--- src/rc_serial_frame_receiver_top_assert.svh ---
// Assertion macros used by the serial frame receiver sequencer.
`ifndef RC_SERIAL_FRAME_RECEIVER_TOP_ASSERT_SVH
`define RC_SERIAL_FRAME_RECEIVER_TOP_ASSERT_SVH

// Same-cycle implication, checked on the module's clock and disabled in reset.
`define RCFR_ASSERT_IMP(label, ante, cons) \
   label: assert property (@(posedge clock) disable iff (reset) (ante) |-> (cons)) \
      else $error("rcfr assertion failed");

// Next-cycle implication, checked on the module's clock and disabled in reset.
`define RCFR_ASSERT_NXT(label, ante, cons) \
   label: assert property (@(posedge clock) disable iff (reset) (ante) |=> (cons)) \
      else $error("rcfr assertion failed");

`endif

--- src/rcfr_pkg.sv ---
// Constants and shared types of the serial frame receiver.
`default_nettype none
package rcfr_pkg;

   localparam int FrameBytes  = 32;
   localparam int NumChannels = (FrameBytes - 4) / 2;
   localparam int ByteW       = 8;
   localparam int ValueW      = 16;
   localparam int ChIdxW      = 5;
   localparam int FrameW      = FrameBytes * ByteW;
   localparam int SumCntW     = $clog2(FrameBytes);
   localparam int RotW        = $clog2(FrameBytes + 1);
   localparam int CsrIdxW     = 4;
   localparam int CsrDataW    = 8;

   localparam logic [ValueW-1:0] ChecksumGood = 16'hFFFF;
   localparam logic [ByteW-1:0]  HeaderFirstReset  = 8'd32;
   localparam logic [ByteW-1:0]  HeaderSecondReset = 8'd64;

   localparam logic [CsrIdxW-1:0] CSR_HEADER_FIRST  = 4'd0;
   localparam logic [CsrIdxW-1:0] CSR_HEADER_SECOND = 4'd1;

   // Commands from the sequencer to the frame datapath.
   typedef struct packed {
      logic shift_in;
      logic clear_acc;
      logic add_acc;
      logic add_high;
      logic rot_one;
      logic rot_two;
   } rcfr_ctl_type;

   // Status from the frame datapath to the sequencer.
   typedef struct packed {
      logic             frame_ok;
      logic [ByteW-1:0] low_byte;
      logic [ByteW-1:0] high_byte;
   } rcfr_sts_type;

endpackage
`default_nettype wire

--- src/rcfr_ifs.sv ---
// Valid/ready channel interfaces for received bytes and decoded channel words.
`default_nettype none
interface rcfr_req_if;
   import rcfr_pkg::*;
   logic             valid;
   logic             ready;
   logic [ByteW-1:0] rx_byte;
   modport source (output valid, output rx_byte, input ready);
   modport sink (input valid, input rx_byte, output ready);
endinterface

interface rcfr_rsp_if;
   import rcfr_pkg::*;
   logic              valid;
   logic              ready;
   logic [ChIdxW-1:0] channel_index;
   logic [ValueW-1:0] channel_value;
   logic              last_channel;
   modport source (output valid, output channel_index, output channel_value,
                   output last_channel, input ready);
   modport sink (input valid, input channel_index, input channel_value,
                 input last_channel, output ready);
endinterface
`default_nettype wire

--- src/rc_serial_frame_receiver_top.sv ---
// Each accepted byte is shifted into the window, then all FrameBytes bytes are summed and
// the frame is checked. A valid frame then emits its channel words, waiting while the
// output is held, and realigns the window; a rejected frame returns to idle. The shared adder
// walks the rotating frame one byte per cycle. No new byte is taken meanwhile.
// Reset (synchronous, active high) zeros the byte window and restores the headers
// to 0x20 and 0x40.
`default_nettype none
module rc_serial_frame_receiver_top (
   input  wire                         clock,
   input  wire                         reset,
   rcfr_req_if.sink                    req_bus,
   rcfr_rsp_if.source                  rsp_bus,
   input  wire                         csr_write_enable,
   input  wire [rcfr_pkg::CsrIdxW-1:0]  csr_index,
   input  wire [rcfr_pkg::CsrDataW-1:0] csr_write_data
);
   import rcfr_pkg::*;

   rcfr_ctl_type ctl;
   rcfr_sts_type sts;

   rcfr_datapath u_datapath (
      .clock            (clock),
      .reset            (reset),
      .csr_write_enable (csr_write_enable),
      .csr_index        (csr_index),
      .csr_write_data   (csr_write_data),
      .rx_byte          (req_bus.rx_byte),
      .ctl              (ctl),
      .sts              (sts)
   );

   rcfr_ctrl u_ctrl (
      .clock     (clock),
      .reset     (reset),
      .req_valid (req_bus.valid),
      .req_ready (req_bus.ready),
      .rsp_valid (rsp_bus.valid),
      .rsp_ready (rsp_bus.ready),
      .rsp_index (rsp_bus.channel_index),
      .rsp_value (rsp_bus.channel_value),
      .rsp_last  (rsp_bus.last_channel),
      .ctl       (ctl),
      .sts       (sts)
   );

endmodule
`default_nettype wire

--- src/rcfr_datapath.sv ---
// Frame shift register, header registers and the shared checksum adder.
`default_nettype none
module rcfr_datapath (
   input  wire                         clock,
   input  wire                         reset,
   input  wire                         csr_write_enable,
   input  wire [rcfr_pkg::CsrIdxW-1:0]  csr_index,
   input  wire [rcfr_pkg::CsrDataW-1:0] csr_write_data,
   input  wire [rcfr_pkg::ByteW-1:0]    rx_byte,
   input  wire rcfr_pkg::rcfr_ctl_type  ctl,
   output rcfr_pkg::rcfr_sts_type       sts
);
   import rcfr_pkg::*;

   // Byte k of the frame sits at bits [8k+7:8k]; byte 0 is the oldest.
   logic [FrameW-1:0] frm_ff, frm_in;
   logic [ValueW-1:0] acc_ff, acc_in;
   logic [ValueW-1:0] addend;
   logic [ByteW-1:0]  hdr_first_ff, hdr_first_in;
   logic [ByteW-1:0]  hdr_second_ff, hdr_second_in;

   always_comb begin
      frm_in = frm_ff;
      if (ctl.shift_in) begin
         frm_in = {rx_byte, frm_ff[FrameW-1:ByteW]};
      end else if (ctl.rot_two) begin
         frm_in = {frm_ff[2*ByteW-1:0], frm_ff[FrameW-1:2*ByteW]};
      end else if (ctl.rot_one) begin
         frm_in = {frm_ff[ByteW-1:0], frm_ff[FrameW-1:ByteW]};
      end
   end

   // The last byte of the frame is the high half of the checksum word.
   assign addend = ctl.add_high ? {frm_ff[ByteW-1:0], {ByteW{1'b0}}}
                                : {{ByteW{1'b0}}, frm_ff[ByteW-1:0]};

   always_comb begin
      acc_in = acc_ff;
      if (ctl.clear_acc) begin
         acc_in = '0;
      end else if (ctl.add_acc) begin
         acc_in = acc_ff + addend;
      end
   end

   always_comb begin
      hdr_first_in  = hdr_first_ff;
      hdr_second_in = hdr_second_ff;
      if (csr_write_enable) begin
         case (csr_index)
            CSR_HEADER_FIRST:  hdr_first_in  = csr_write_data[ByteW-1:0];
            CSR_HEADER_SECOND: hdr_second_in = csr_write_data[ByteW-1:0];
            default: ;
         endcase
      end
   end

   always_ff @(posedge clock) begin
      if (reset) begin
         frm_ff        <= '0;
         hdr_first_ff  <= HeaderFirstReset;
         hdr_second_ff <= HeaderSecondReset;
      end else begin
         frm_ff        <= frm_in;
         hdr_first_ff  <= hdr_first_in;
         hdr_second_ff <= hdr_second_in;
      end
      acc_ff <= acc_in;
   end

   assign sts.frame_ok  = (frm_ff[ByteW-1:0] == hdr_first_ff)
                       && (frm_ff[2*ByteW-1:ByteW] == hdr_second_ff)
                       && (acc_ff == ChecksumGood);
   assign sts.low_byte  = frm_ff[ByteW-1:0];
   assign sts.high_byte = frm_ff[2*ByteW-1:ByteW];

endmodule
`default_nettype wire

--- src/rcfr_ctrl.sv ---
// Sequencer: sums the frame through the shared adder, then emits channel words.
`default_nettype none
`include "rc_serial_frame_receiver_top_assert.svh"
module rcfr_ctrl (
   input  wire                        clock,
   input  wire                        reset,
   input  wire                        req_valid,
   output logic                       req_ready,
   output logic                       rsp_valid,
   input  wire                        rsp_ready,
   output logic [rcfr_pkg::ChIdxW-1:0] rsp_index,
   output logic [rcfr_pkg::ValueW-1:0] rsp_value,
   output logic                       rsp_last,
   output rcfr_pkg::rcfr_ctl_type     ctl,
   input  wire rcfr_pkg::rcfr_sts_type sts
);
   import rcfr_pkg::*;

   typedef enum logic [2:0] {
      ST_IDLE,
      ST_SUM,
      ST_CHECK,
      ST_EMIT,
      ST_RESTORE
   } state_type;

   state_type         state_ff, state_in;
   logic [SumCntW-1:0] cnt_ff, cnt_in;
   logic [RotW-1:0]    rot_ff, rot_in;
   logic [ChIdxW-1:0]  ch_ff, ch_in;
   logic               rsp_valid_ff, rsp_valid_in;
   logic [ChIdxW-1:0]  rsp_index_ff, rsp_index_in;
   logic [ValueW-1:0]  rsp_value_ff, rsp_value_in;
   logic               rsp_last_ff, rsp_last_in;
   logic               slot_free;
   logic               last_ch;

   assign slot_free = !rsp_valid_ff || rsp_ready;
   assign last_ch   = (ch_ff == ChIdxW'(NumChannels - 1));

   always_comb begin
      state_in     = state_ff;
      cnt_in       = cnt_ff;
      rot_in       = rot_ff;
      ch_in        = ch_ff;
      rsp_valid_in = rsp_valid_ff && !rsp_ready;
      rsp_index_in = rsp_index_ff;
      rsp_value_in = rsp_value_ff;
      rsp_last_in  = rsp_last_ff;
      ctl          = '0;
      case (state_ff)
         ST_IDLE: begin
            if (req_valid) begin
               ctl.shift_in  = 1'b1;
               ctl.clear_acc = 1'b1;
               cnt_in        = '0;
               state_in      = ST_SUM;
            end
         end
         ST_SUM: begin
            // One frame byte per cycle; a full turn leaves the frame as it was.
            ctl.add_acc  = 1'b1;
            ctl.rot_one  = 1'b1;
            ctl.add_high = (cnt_ff == SumCntW'(FrameBytes - 1));
            cnt_in       = cnt_ff + 1'b1;
            if (cnt_ff == SumCntW'(FrameBytes - 1)) begin
               state_in = ST_CHECK;
            end
         end
         ST_CHECK: begin
            if (sts.frame_ok) begin
               // Skip the two header bytes so the first channel word is in front.
               ctl.rot_two = 1'b1;
               rot_in      = RotW'(2);
               ch_in       = '0;
               state_in    = ST_EMIT;
            end else begin
               state_in = ST_IDLE;
            end
         end
         ST_EMIT: begin
            if (slot_free) begin
               rsp_valid_in = 1'b1;
               rsp_index_in = ch_ff;
               rsp_value_in = {sts.high_byte, sts.low_byte};
               rsp_last_in  = last_ch;
               ctl.rot_two  = 1'b1;
               rot_in       = rot_ff + RotW'(2);
               ch_in        = ch_ff + 1'b1;
               if (last_ch) begin
                  state_in = ST_RESTORE;
               end
            end
         end
         ST_RESTORE: begin
            // Finish the turn so the window holds its bytes in order again.
            ctl.rot_one = 1'b1;
            rot_in      = rot_ff + 1'b1;
            if (rot_ff == RotW'(FrameBytes - 1)) begin
               state_in = ST_IDLE;
            end
         end
         default: begin
            state_in = ST_IDLE;
         end
      endcase
   end

   always_ff @(posedge clock) begin
      if (reset) begin
         state_ff     <= ST_IDLE;
         cnt_ff       <= '0;
         rot_ff       <= '0;
         ch_ff        <= '0;
         rsp_valid_ff <= 1'b0;
      end else begin
         state_ff     <= state_in;
         cnt_ff       <= cnt_in;
         rot_ff       <= rot_in;
         ch_ff        <= ch_in;
         rsp_valid_ff <= rsp_valid_in;
      end
      rsp_index_ff <= rsp_index_in;
      rsp_value_ff <= rsp_value_in;
      rsp_last_ff  <= rsp_last_in;
   end

   assign req_ready = (state_ff == ST_IDLE);
   assign rsp_valid = rsp_valid_ff;
   assign rsp_index = rsp_index_ff;
   assign rsp_value = rsp_value_ff;
   assign rsp_last  = rsp_last_ff;

   `RCFR_ASSERT_NXT(a_accept_starts_sum, req_valid && req_ready, state_ff == ST_SUM && cnt_ff == '0)
   `RCFR_ASSERT_IMP(a_last_is_final, rsp_valid_ff && rsp_last_ff, rsp_index_ff == ChIdxW'(NumChannels - 1))
   `RCFR_ASSERT_IMP(a_turn_complete, state_ff == ST_RESTORE && state_in == ST_IDLE, rot_ff == RotW'(FrameBytes - 1))

endmodule
`default_nettype wire

--- src/flat_wrapper.sv ---
// flat-port wrapper written by rule: the top's interface ports become plain ports
module rc_serial_frame_receiver_top_flat import rcfr_pkg::*;
  (clock, reset, csr_write_enable, csr_index, csr_write_data, req_bus_valid, req_bus_rx_byte, req_bus_ready, rsp_bus_valid, rsp_bus_channel_index, rsp_bus_channel_value, rsp_bus_last_channel, rsp_bus_ready);
  rcfr_req_if req_bus_i ();
  rcfr_rsp_if rsp_bus_i ();
  input  wire clock;
  input  wire reset;
  input  wire csr_write_enable;
  input  wire [rcfr_pkg::CsrIdxW-1:0] csr_index;
  input  wire [rcfr_pkg::CsrDataW-1:0] csr_write_data;
  input wire logic [$bits(req_bus_i.valid)-1:0] req_bus_valid;
  input wire logic [$bits(req_bus_i.rx_byte)-1:0] req_bus_rx_byte;
  output wire logic [$bits(req_bus_i.ready)-1:0] req_bus_ready;
  output wire logic [$bits(rsp_bus_i.valid)-1:0] rsp_bus_valid;
  output wire logic [$bits(rsp_bus_i.channel_index)-1:0] rsp_bus_channel_index;
  output wire logic [$bits(rsp_bus_i.channel_value)-1:0] rsp_bus_channel_value;
  output wire logic [$bits(rsp_bus_i.last_channel)-1:0] rsp_bus_last_channel;
  input wire logic [$bits(rsp_bus_i.ready)-1:0] rsp_bus_ready;
  assign req_bus_i.valid = req_bus_valid;
  assign req_bus_i.rx_byte = req_bus_rx_byte;
  assign req_bus_ready = req_bus_i.ready;
  assign rsp_bus_valid = rsp_bus_i.valid;
  assign rsp_bus_channel_index = rsp_bus_i.channel_index;
  assign rsp_bus_channel_value = rsp_bus_i.channel_value;
  assign rsp_bus_last_channel = rsp_bus_i.last_channel;
  assign rsp_bus_i.ready = rsp_bus_ready;
  rc_serial_frame_receiver_top u_core (.clock(clock), .reset(reset), .req_bus(req_bus_i), .rsp_bus(rsp_bus_i), .csr_write_enable(csr_write_enable), .csr_index(csr_index), .csr_write_data(csr_write_data));
endmodule
--- config.mk ---
export PLATFORM = sky130hd
export DESIGN_NAME = rc_serial_frame_receiver_top_flat
export DESIGN_NICKNAME = d
export VERILOG_FILES = /design/src/rcfr_pkg.sv /design/src/rcfr_ifs.sv /design/src/rc_serial_frame_receiver_top.sv /design/src/rcfr_datapath.sv /design/src/rcfr_ctrl.sv /design/src/flat_wrapper.sv
export VERILOG_INCLUDE_DIRS = /design/src /design/src/src
export SDC_FILE = /design/constraint.sdc
export NUM_CORES = 1
export LEC_CHECK = 0
export BUFFER_PORTS_ARGS = -buffer_cell sky130_fd_sc_hd__buf_2
export CAP_MARGIN = 20
export CORE_MARGIN = 3
export CORE_UTILIZATION = 25
export CTS_BUF_LIST = sky130_fd_sc_hd__clkbuf_8
export CTS_CLUSTER_SIZE = 40
export DETAILED_ROUTE_END_ITERATION = 8
export PLACE_DENSITY = 0.47
export SKIP_LAST_GASP = 1
export SLEW_MARGIN = 10
export SYNTH_ARGS = -nofsm -noshare
export SYNTH_HDL_FRONTEND = slang
export SYNTH_HIERARCHICAL = 1
export SYNTH_SLANG_ARGS = --single-unit
--- constraint.sdc ---
create_clock -name clock -period 4.1 [get_ports clock]
set_input_delay 0.82 -clock clock [delete_from_list [all_inputs] [get_ports clock]]
set_output_delay 0.82 -clock clock [all_outputs]
set_load 0.005 [all_outputs]
==> impl_results.md, run 1 <==
* Status: finished, final reports clean
* RSZ-0062 raised after global routing: no
* Final Cycle Share at between 90% and 100%
* Setup Skew at 0.0308 ns
* Setup TNS Final at 0 ns
* Yosys reg bits at 330
* Worst EP arrival at 4.24 ns
* Total Routing Usage GR at between 10% and 20%
* Avg Synthesized Cell Area at 8.07 sq um
* Final antenna-violating net count at 0
* Worst reg2reg path depth at 12
* NumNets Final at roughly 1,900
* Iter 0 DRT Violations at 874
* Worst skew pair latency at 0.64 ns
* Synth cell count leaders: nand2_1, nor2_1, dfxtp_1, a311oi_1, clkbuf_1
* Max_cap viols at 0
* Critical path type: reg2reg
* Final Hold Viols at 0
* Post-Syn Instances at 1,867
* Min Tclk post-route at between 3 and 4 ns
* Clock sinks at 330
* CP endpoint kind: register
* Top sig layer: met4
* Residual DRC at 0
* Met2 wire len at roughly 18,000 microns
* Avg Vias per Cell at 4.89
* Die width at ~250 microns
* Hold-fix buffers, CTS at 0
* Rel. slew slack at 14.2%
* Post-synth EDFFs at 22
* Count leader, synth: nand2_1
* Top-Level Pins at around 50
* Die H at between 200 and 300 microns
* Area Overhead vs Synth at 14.1%
* HP Class: in2reg
* Via count at 13,000
* First-pass GRT wire length at about 64,000 microns
* Register area share after synthesis at 45.3%
* Post-synth top area cell: dfxtp_1
* Worst ir drop on vdd at around 0.18 mV
* CTS Buf Count at 59
* Commonest register cell after synthesis: dfxtp_1
* Layout fillers at ~6,400
* Core footprint at just under 60,000 sq um
* Pre-antenna DRT Iters at 5
* # setup viols final at 0
* H-Tree Depth at 2
* CTS tree: yes
* Antenna violations before repair at 1
* Tightest Pin Transition at 1.29 ns
* Clock slew at reported path FFs at approximately 0.060 ns
* DR WL/cell at 14.6 microns
* Hold Path Depth at 3
* Fmax at 0.267 GHz
* Dpl hpwl at roughly 23,000 microns
* Placement Rows at between 80 and 90
* Final hold slack at 0.433 ns
* CTS Buffer Depth at 3
* LEAKAGE at a little over 6 nW
* Synth top area share at 40.9%
* Fraction of registers with async set/reset at 0%
* Grt ovf at 0
* Port buffer count at 48
* Final Max Tran Viols at 0
* Syn_nets at roughly 1,900
* Number of global-route vias before repair at 12,200
* DRT Wirelength at 39,000 microns
* Startpoint types: register
* Synth unique cells at 71
* Starting Density at 25.4%
* Worst-path fanout max at 248
* Syn. warnings at 6
* RD Place Congestion at between 0.7 and 0.8
* Data required, critical path at 4.60 ns
* Largest net degree at the start of global routing at around 250
* Power per Cell Area at 447 nW/um^2
* Share of layout cells above drive strength 1 at 10.1%
* Die area at 63,200 sq um
* Metal3 WL at 1600 microns
* Synth area leaders: dfxtp_1, a311oi_1, nand2_1
* Root buffer cell: clkbuf_8
* Post-Syn Area at between 15,000 and 20,000 sq um
* WL met1 at 18,600 microns
==> cells by family (layout without fill, tap and decap cells) <==
family | after synthesis | in the layout | synth area share [%]
simple gates | 931 | 931 | 24.9
compound gates | 350 | 350 | 19.3
flops | 330 | 330 | 45.3
buf+inv | 181 | 203 | 5.30
mux | 29 | 29 | 1.94
xor+xnor | 24 | 24 | 1.40
fa+ha+maj | 22 | 22 | 1.88
other cells | 0 | 1 | 0
==> critical path, cell delays in order (launching register included) <==
cell and delay (ns):
dfxtp_2 0.53, xor2_1 0.11, nor4_1 0.31, nand2_1 0.10, nor4_1 0.52, nor2_1 0.19, or3_1 0.46, inv_1 0.16
buf_4 0.17, nand2b_4 0.06, buf_12 0.26, nand2_1 0.26, a311oi_1 0.12
==> metal layers <==
metal | vias up | GRT usage (%)
met5 | - | 0
met4 | 0 | 3.98
met3 | 54 | 2.13
met2 | 225 | 19.4
met1 | 6237 | 16.2
li1 | 6519 | -
==> area by class of cell <==
| cell class | count | area, sq um | area share [%] |
|---|---|---|---|
| Antenna cell | 1 | 2.50 | 0.0146 |
| Tap cell | 773 | 967 | 5.62 |
| Clock inverter | 35 | 146 | 0.851 |
| Timing Repair Buffer | 97 | 868 | 5.05 |
| Clock buffer | 65 | 895 | 5.20 |
| Inverter | 6 | 22.5 | 0.131 |
| Sequential cell | 330 | 6830 | 39.7 |
| Multi-Input combinational cell | 1356 | 7470 | 43.4 |
==> final timing paths <==
| path | end | start | slack (ns) |
|---|---|---|---|
| worst max register to register | u_core/u_datapath/frm_ff[136]$_SDFFE_PP0P_ | u_core/u_datapath/frm_ff[4]$_SDFFE_PP0P_ | 0.36 |
| worst max-delay path | u_core/u_datapath/frm_ff[136]$_SDFFE_PP0P_ | u_core/u_datapath/frm_ff[4]$_SDFFE_PP0P_ | 0.36 |
| worst min register to register | u_core/u_datapath/frm_ff[198]$_SDFFE_PP0P_ | u_core/u_datapath/frm_ff[206]$_SDFFE_PP0P_ | 0.48 |
| worst min-delay path | u_core/u_datapath/hdr_first_ff[6]$_SDFFE_PP0P_ | csr_write_data[6] | 0.43 |
==> cells in the final DEF, fill, tap and decap left out, types with 11 or more instances in the layout <==
cell type / n
a21oi_1: 28
a311oi_1: 253
buf_12: 20
buf_2: 47
buf_4: 29
clkbuf_8: 65
dfxtp_1: 307
edfxtp_1: 22
ha_1: 21
inv_1: 35
mux2i_1: 27
nand2_1: 533
nor2_1: 312
nor2b_1: 11
nor3_1: 12
o21ai_0: 15
xnor2_1: 18
==> registers in the layout (all words and copies together), names as in the netlist <==
register,count
u_core/u_datapath/hdr_first_ff,8
u_core/u_ctrl/ch_ff,5
u_core/u_ctrl/rsp_value,16
u_core/u_ctrl/state_ff,3
u_core/u_ctrl/rsp_index,5
u_core/u_datapath/hdr_second_ff,8
u_core/u_ctrl/rot_ff,6
u_core/u_ctrl/cnt_ff,5
u_core/u_datapath/frm_ff,256
u_core/u_ctrl/rsp_last,1
u_core/u_ctrl/rsp_valid,1
u_core/u_datapath/acc_ff,16
==> metrics by stage <==
stage	std cells	area, sq um	total power, mW	utilization (%)	setup WS [ns]
after floorplan	1867	15100	4.63	-	0.703
after global placement	2561	16100	4.92	27.2	0.247
after CTS	2662	17200	7.83	29.0	0.238
after detailed placement	2562	16200	4.96	27.2	0.260
after global routing	2663	17200	8.14	29.0	0.164
final	2663	17200	7.68	29.0	0.357
==> repair_timing <==
action | CTS | global route
buffers inserted | 0 | 0
resized for setup | 0 | 1
endpoints found under the setup margin | 0 | 4
==> report_power, final <==
part           switching [mW]  internal, mW
clock network            1.37          1.43
logic                   0.617         0.442
registers               0.264          3.56
(Power assumes the default switching activity.)
==> run 2: changes to the inputs <==
--- a/config.mk
+++ b/config.mk
@@ -8,6 +8,7 @@
 export LEC_CHECK = 0
 export BUFFER_PORTS_ARGS = -buffer_cell sky130_fd_sc_hd__buf_2
 export CAP_MARGIN = 20
+export CORE_ASPECT_RATIO = 1.2
 export CORE_MARGIN = 3
 export CORE_UTILIZATION = 25
 export CTS_BUF_LIST = sky130_fd_sc_hd__clkbuf_8
==> impl_results.md, run 2 (synthesis gave the netlist of run 1 again) <==
* CTS Buffer Depth at 3 (unchanged)
* Hold-fix buffers, CTS at 0 (unchanged)
* Setup Skew at 0.0358 ns (was 0.0308 ns)
* Commonest non-fill, non-tap cell in the layout: nand2_1 (unchanged)
* Status: finished, final reports clean (unchanged)
* Max FFs per register at 256 (unchanged)
* Rel. slew slack at 17.4% (was 14.2%)
* Worst-path fanout max at 248 (unchanged)
* Dpl hpwl at 22,100 microns (was 23,200 microns)
* Clock sinks at 330 (unchanged)
* Root buffer cell: clkbuf_8 (unchanged)
* # setup viols final at 0 (unchanged)
* DP Area at 16,000 sq um (was 16,200 sq um)
* Placement Rows at 97 (was 89)
* Final Max Tran Viols at 0 (unchanged)
* Fin util at 29.0% (about the same)
* First-pass GRT wire length at 62,200 microns (was 64,400 microns)
* Starting Density at 25.5% (was 25.4%)
* Data required, critical path at 4.52 ns (was 4.60 ns)
* Worst reg2reg path depth at 12 (unchanged)
* Worst ir drop on vdd at 0.185 mV (was 0.175 mV)
* DR WL/cell at 14.0 microns (was 14.6 microns)
* RD Place Congestion at 0.804 (was 0.789)
* Core footprint at 59,000 sq um (was 59,400 sq um)
* LEAKAGE at 6.05 nW (was 6.14 nW)
* Critical path type: reg2reg (unchanged)
* CTS Buf Count at 56 (was 59)
* Final hold slack at 0.466 ns (was 0.433 ns)
* # diodes at 0 (was 1)
* Largest Register: u_core/u_datapath/frm_ff (unchanged)
* Area Overhead vs Synth at 13.4% (was 14.1%)
* Iter 0 DRT Violations at 1,067 (was 874)
* Grt ovf at 0 (unchanged)
* H-Tree Depth at 2 (unchanged)
* Die area at 63,300 sq um (was 63,200 sq um)
* Total Routing Usage GR at 11.6% (was 12.0%)
* HP Class: reg2reg (was in2reg)
* PnR worst setup slack at 0.131 ns (was 0.357 ns)
* Final Cycle Share at 96.8% (was 91.3%)
* Fmax at 0.252 GHz (was 0.267 GHz)
* Number of global-route vias before repair at 11,800 (was 12,200)
* Most frequent cells in the layout: nand2_1, nor2_1, dfxtp_1 (unchanged)
* Power, Total at 7.75 mW (was 7.68 mW)
* Final Hold Viols at 0 (unchanged)
* CTS tree: yes (unchanged)
* Slowest CP cell: dfxtp_1 (was dfxtp_2)
* Top-Level Pins at 49 (unchanged)
* RSZ-0062 raised after global routing: no (unchanged)
* Setup Slack @ Placement at 0.422 ns (was 0.260 ns)
* CP endpoint kind: register (unchanged)
* Pre-antenna DRT Iters at 5 (unchanged)
* Setup Buffers After CTS at 0 (unchanged)
* Clock slew at reported path FFs at 0.06 ns (about the same)
* Hold Path Depth at 2 (was 3)
* Min Tclk post-route at 3.97 ns (was 3.74 ns)
* Layout fillers at 6,315 (was 6,364)
* CP peak stage delay at 0.62 ns (was 0.53 ns)
* Die width at 230 microns (was 251 microns)
* Via count at 12,800 (was 13,000)
* Die H at 275 microns (was 251 microns)
* Port buffer count at 48 (unchanged)
* Residual DRC at 0 (unchanged)
* DRT Wirelength at 37,300 microns (was 39,000 microns)
* Avg Vias per Cell at 4.81 (was 4.89)
* Startpoint types: register (unchanged)
* Area of the multi-input gates at 7470 sq um (unchanged)
* Non-filler cells, final at 2,663 (unchanged)
* NumNets Final at 1,879 (was 1,897)
* Largest net degree at the start of global routing at 249 (unchanged)
* Sequential cell area at 6830 sq um (about the same)
* Tightest Pin Transition at 1.24 ns (was 1.29 ns)
* Dpl cells at 2,566 (was 2,562)
* Share of layout cells above drive strength 1 at 9.57% (was 10.1%)
* Max_cap viols at 0 (unchanged)
* Antenna violations before repair at 0 (was 1)
* Crit path cell chain: xor2_1 > nor4_1 > nand2_1 > nor4_1 > nor2_1 > or3_1 > inv_1 > buf_4 > nand2b_4 > buf_12 > nand2_1 > a311oi_1 (unchanged)
* Power per Cell Area at 454 nW/um^2 (was 447 nW/um^2)
* Finished Cell Area at 17,100 sq um (was 17,200 sq um)
* Worst skew pair latency at 0.61 ns (was 0.64 ns)
* Final antenna-violating net count at 0 (unchanged)
* Setup TNS Final at 0 ns (unchanged)
* Worst EP arrival at 4.39 ns (was 4.24 ns)
* CTS resizes at 0 (unchanged)
run 2: cell types whose count changed in the layout (fill, tap and decap cells not counted):
cell and change:
buf_12 -7, buf_4 -8, bufinv_16 +1, clkbuf_8 +6, clkinvlp_4 -2, dfxtp_1 +1, dfxtp_2 -1, diode_2 -1
inv_1 -8
run 2: power breakdown:
group          internal (mW)  switching, mW
logic                  0.413          0.595
clock network           1.60           1.32
registers               3.56          0.263
total                   5.57           2.18
run 2: final cells by class:
cell class,instances,share of cell area (%)
Clock inverter,26,0.769
Inverter,6,0.132
Tap cell,792,5.80
Sequential cell,330,40.0
Multi-Input combinational cell,1356,43.7
Clock buffer,71,5.72
Timing Repair Buffer,82,3.91
run 2: final timing paths:
kind | startpoint | endpoint | slack, ns
worst max-delay path | u_core/u_datapath/frm_ff[4]$_SDFFE_PP0P_ | u_core/u_datapath/frm_ff[196]$_SDFFE_PP0P_ | 0.13
worst min-delay path | u_core/u_datapath/frm_ff[25]$_SDFFE_PP0P_ | u_core/u_datapath/frm_ff[17]$_SDFFE_PP0P_ | 0.47
worst max register to register | u_core/u_datapath/frm_ff[4]$_SDFFE_PP0P_ | u_core/u_datapath/frm_ff[196]$_SDFFE_PP0P_ | 0.13
worst min register to register | u_core/u_datapath/frm_ff[25]$_SDFFE_PP0P_ | u_core/u_datapath/frm_ff[17]$_SDFFE_PP0P_ | 0.47
run 2: metal layers:
layer / global-route usage (%) / vias up / part of all wire (%)
met3: 2.27 / 71 / 4.1
met1: 15.2 / 6024 / 46
li1: - / 6484 / -
met4: 4.33 / 0 / 3.0
met2: 18.8 / 224 / 46
met5: 0 / - / 0
run 2: critical path: cells and delay by family, from the launching register on:
kind,cells,cell delay [ns]
AO/OA/AOI/OAI,1,0.12
XOR/XNOR,1,0.13
buffers and inverters,3,0.61
flip-flops,1,0.62
AND/OR/NAND/NOR,7,1.96
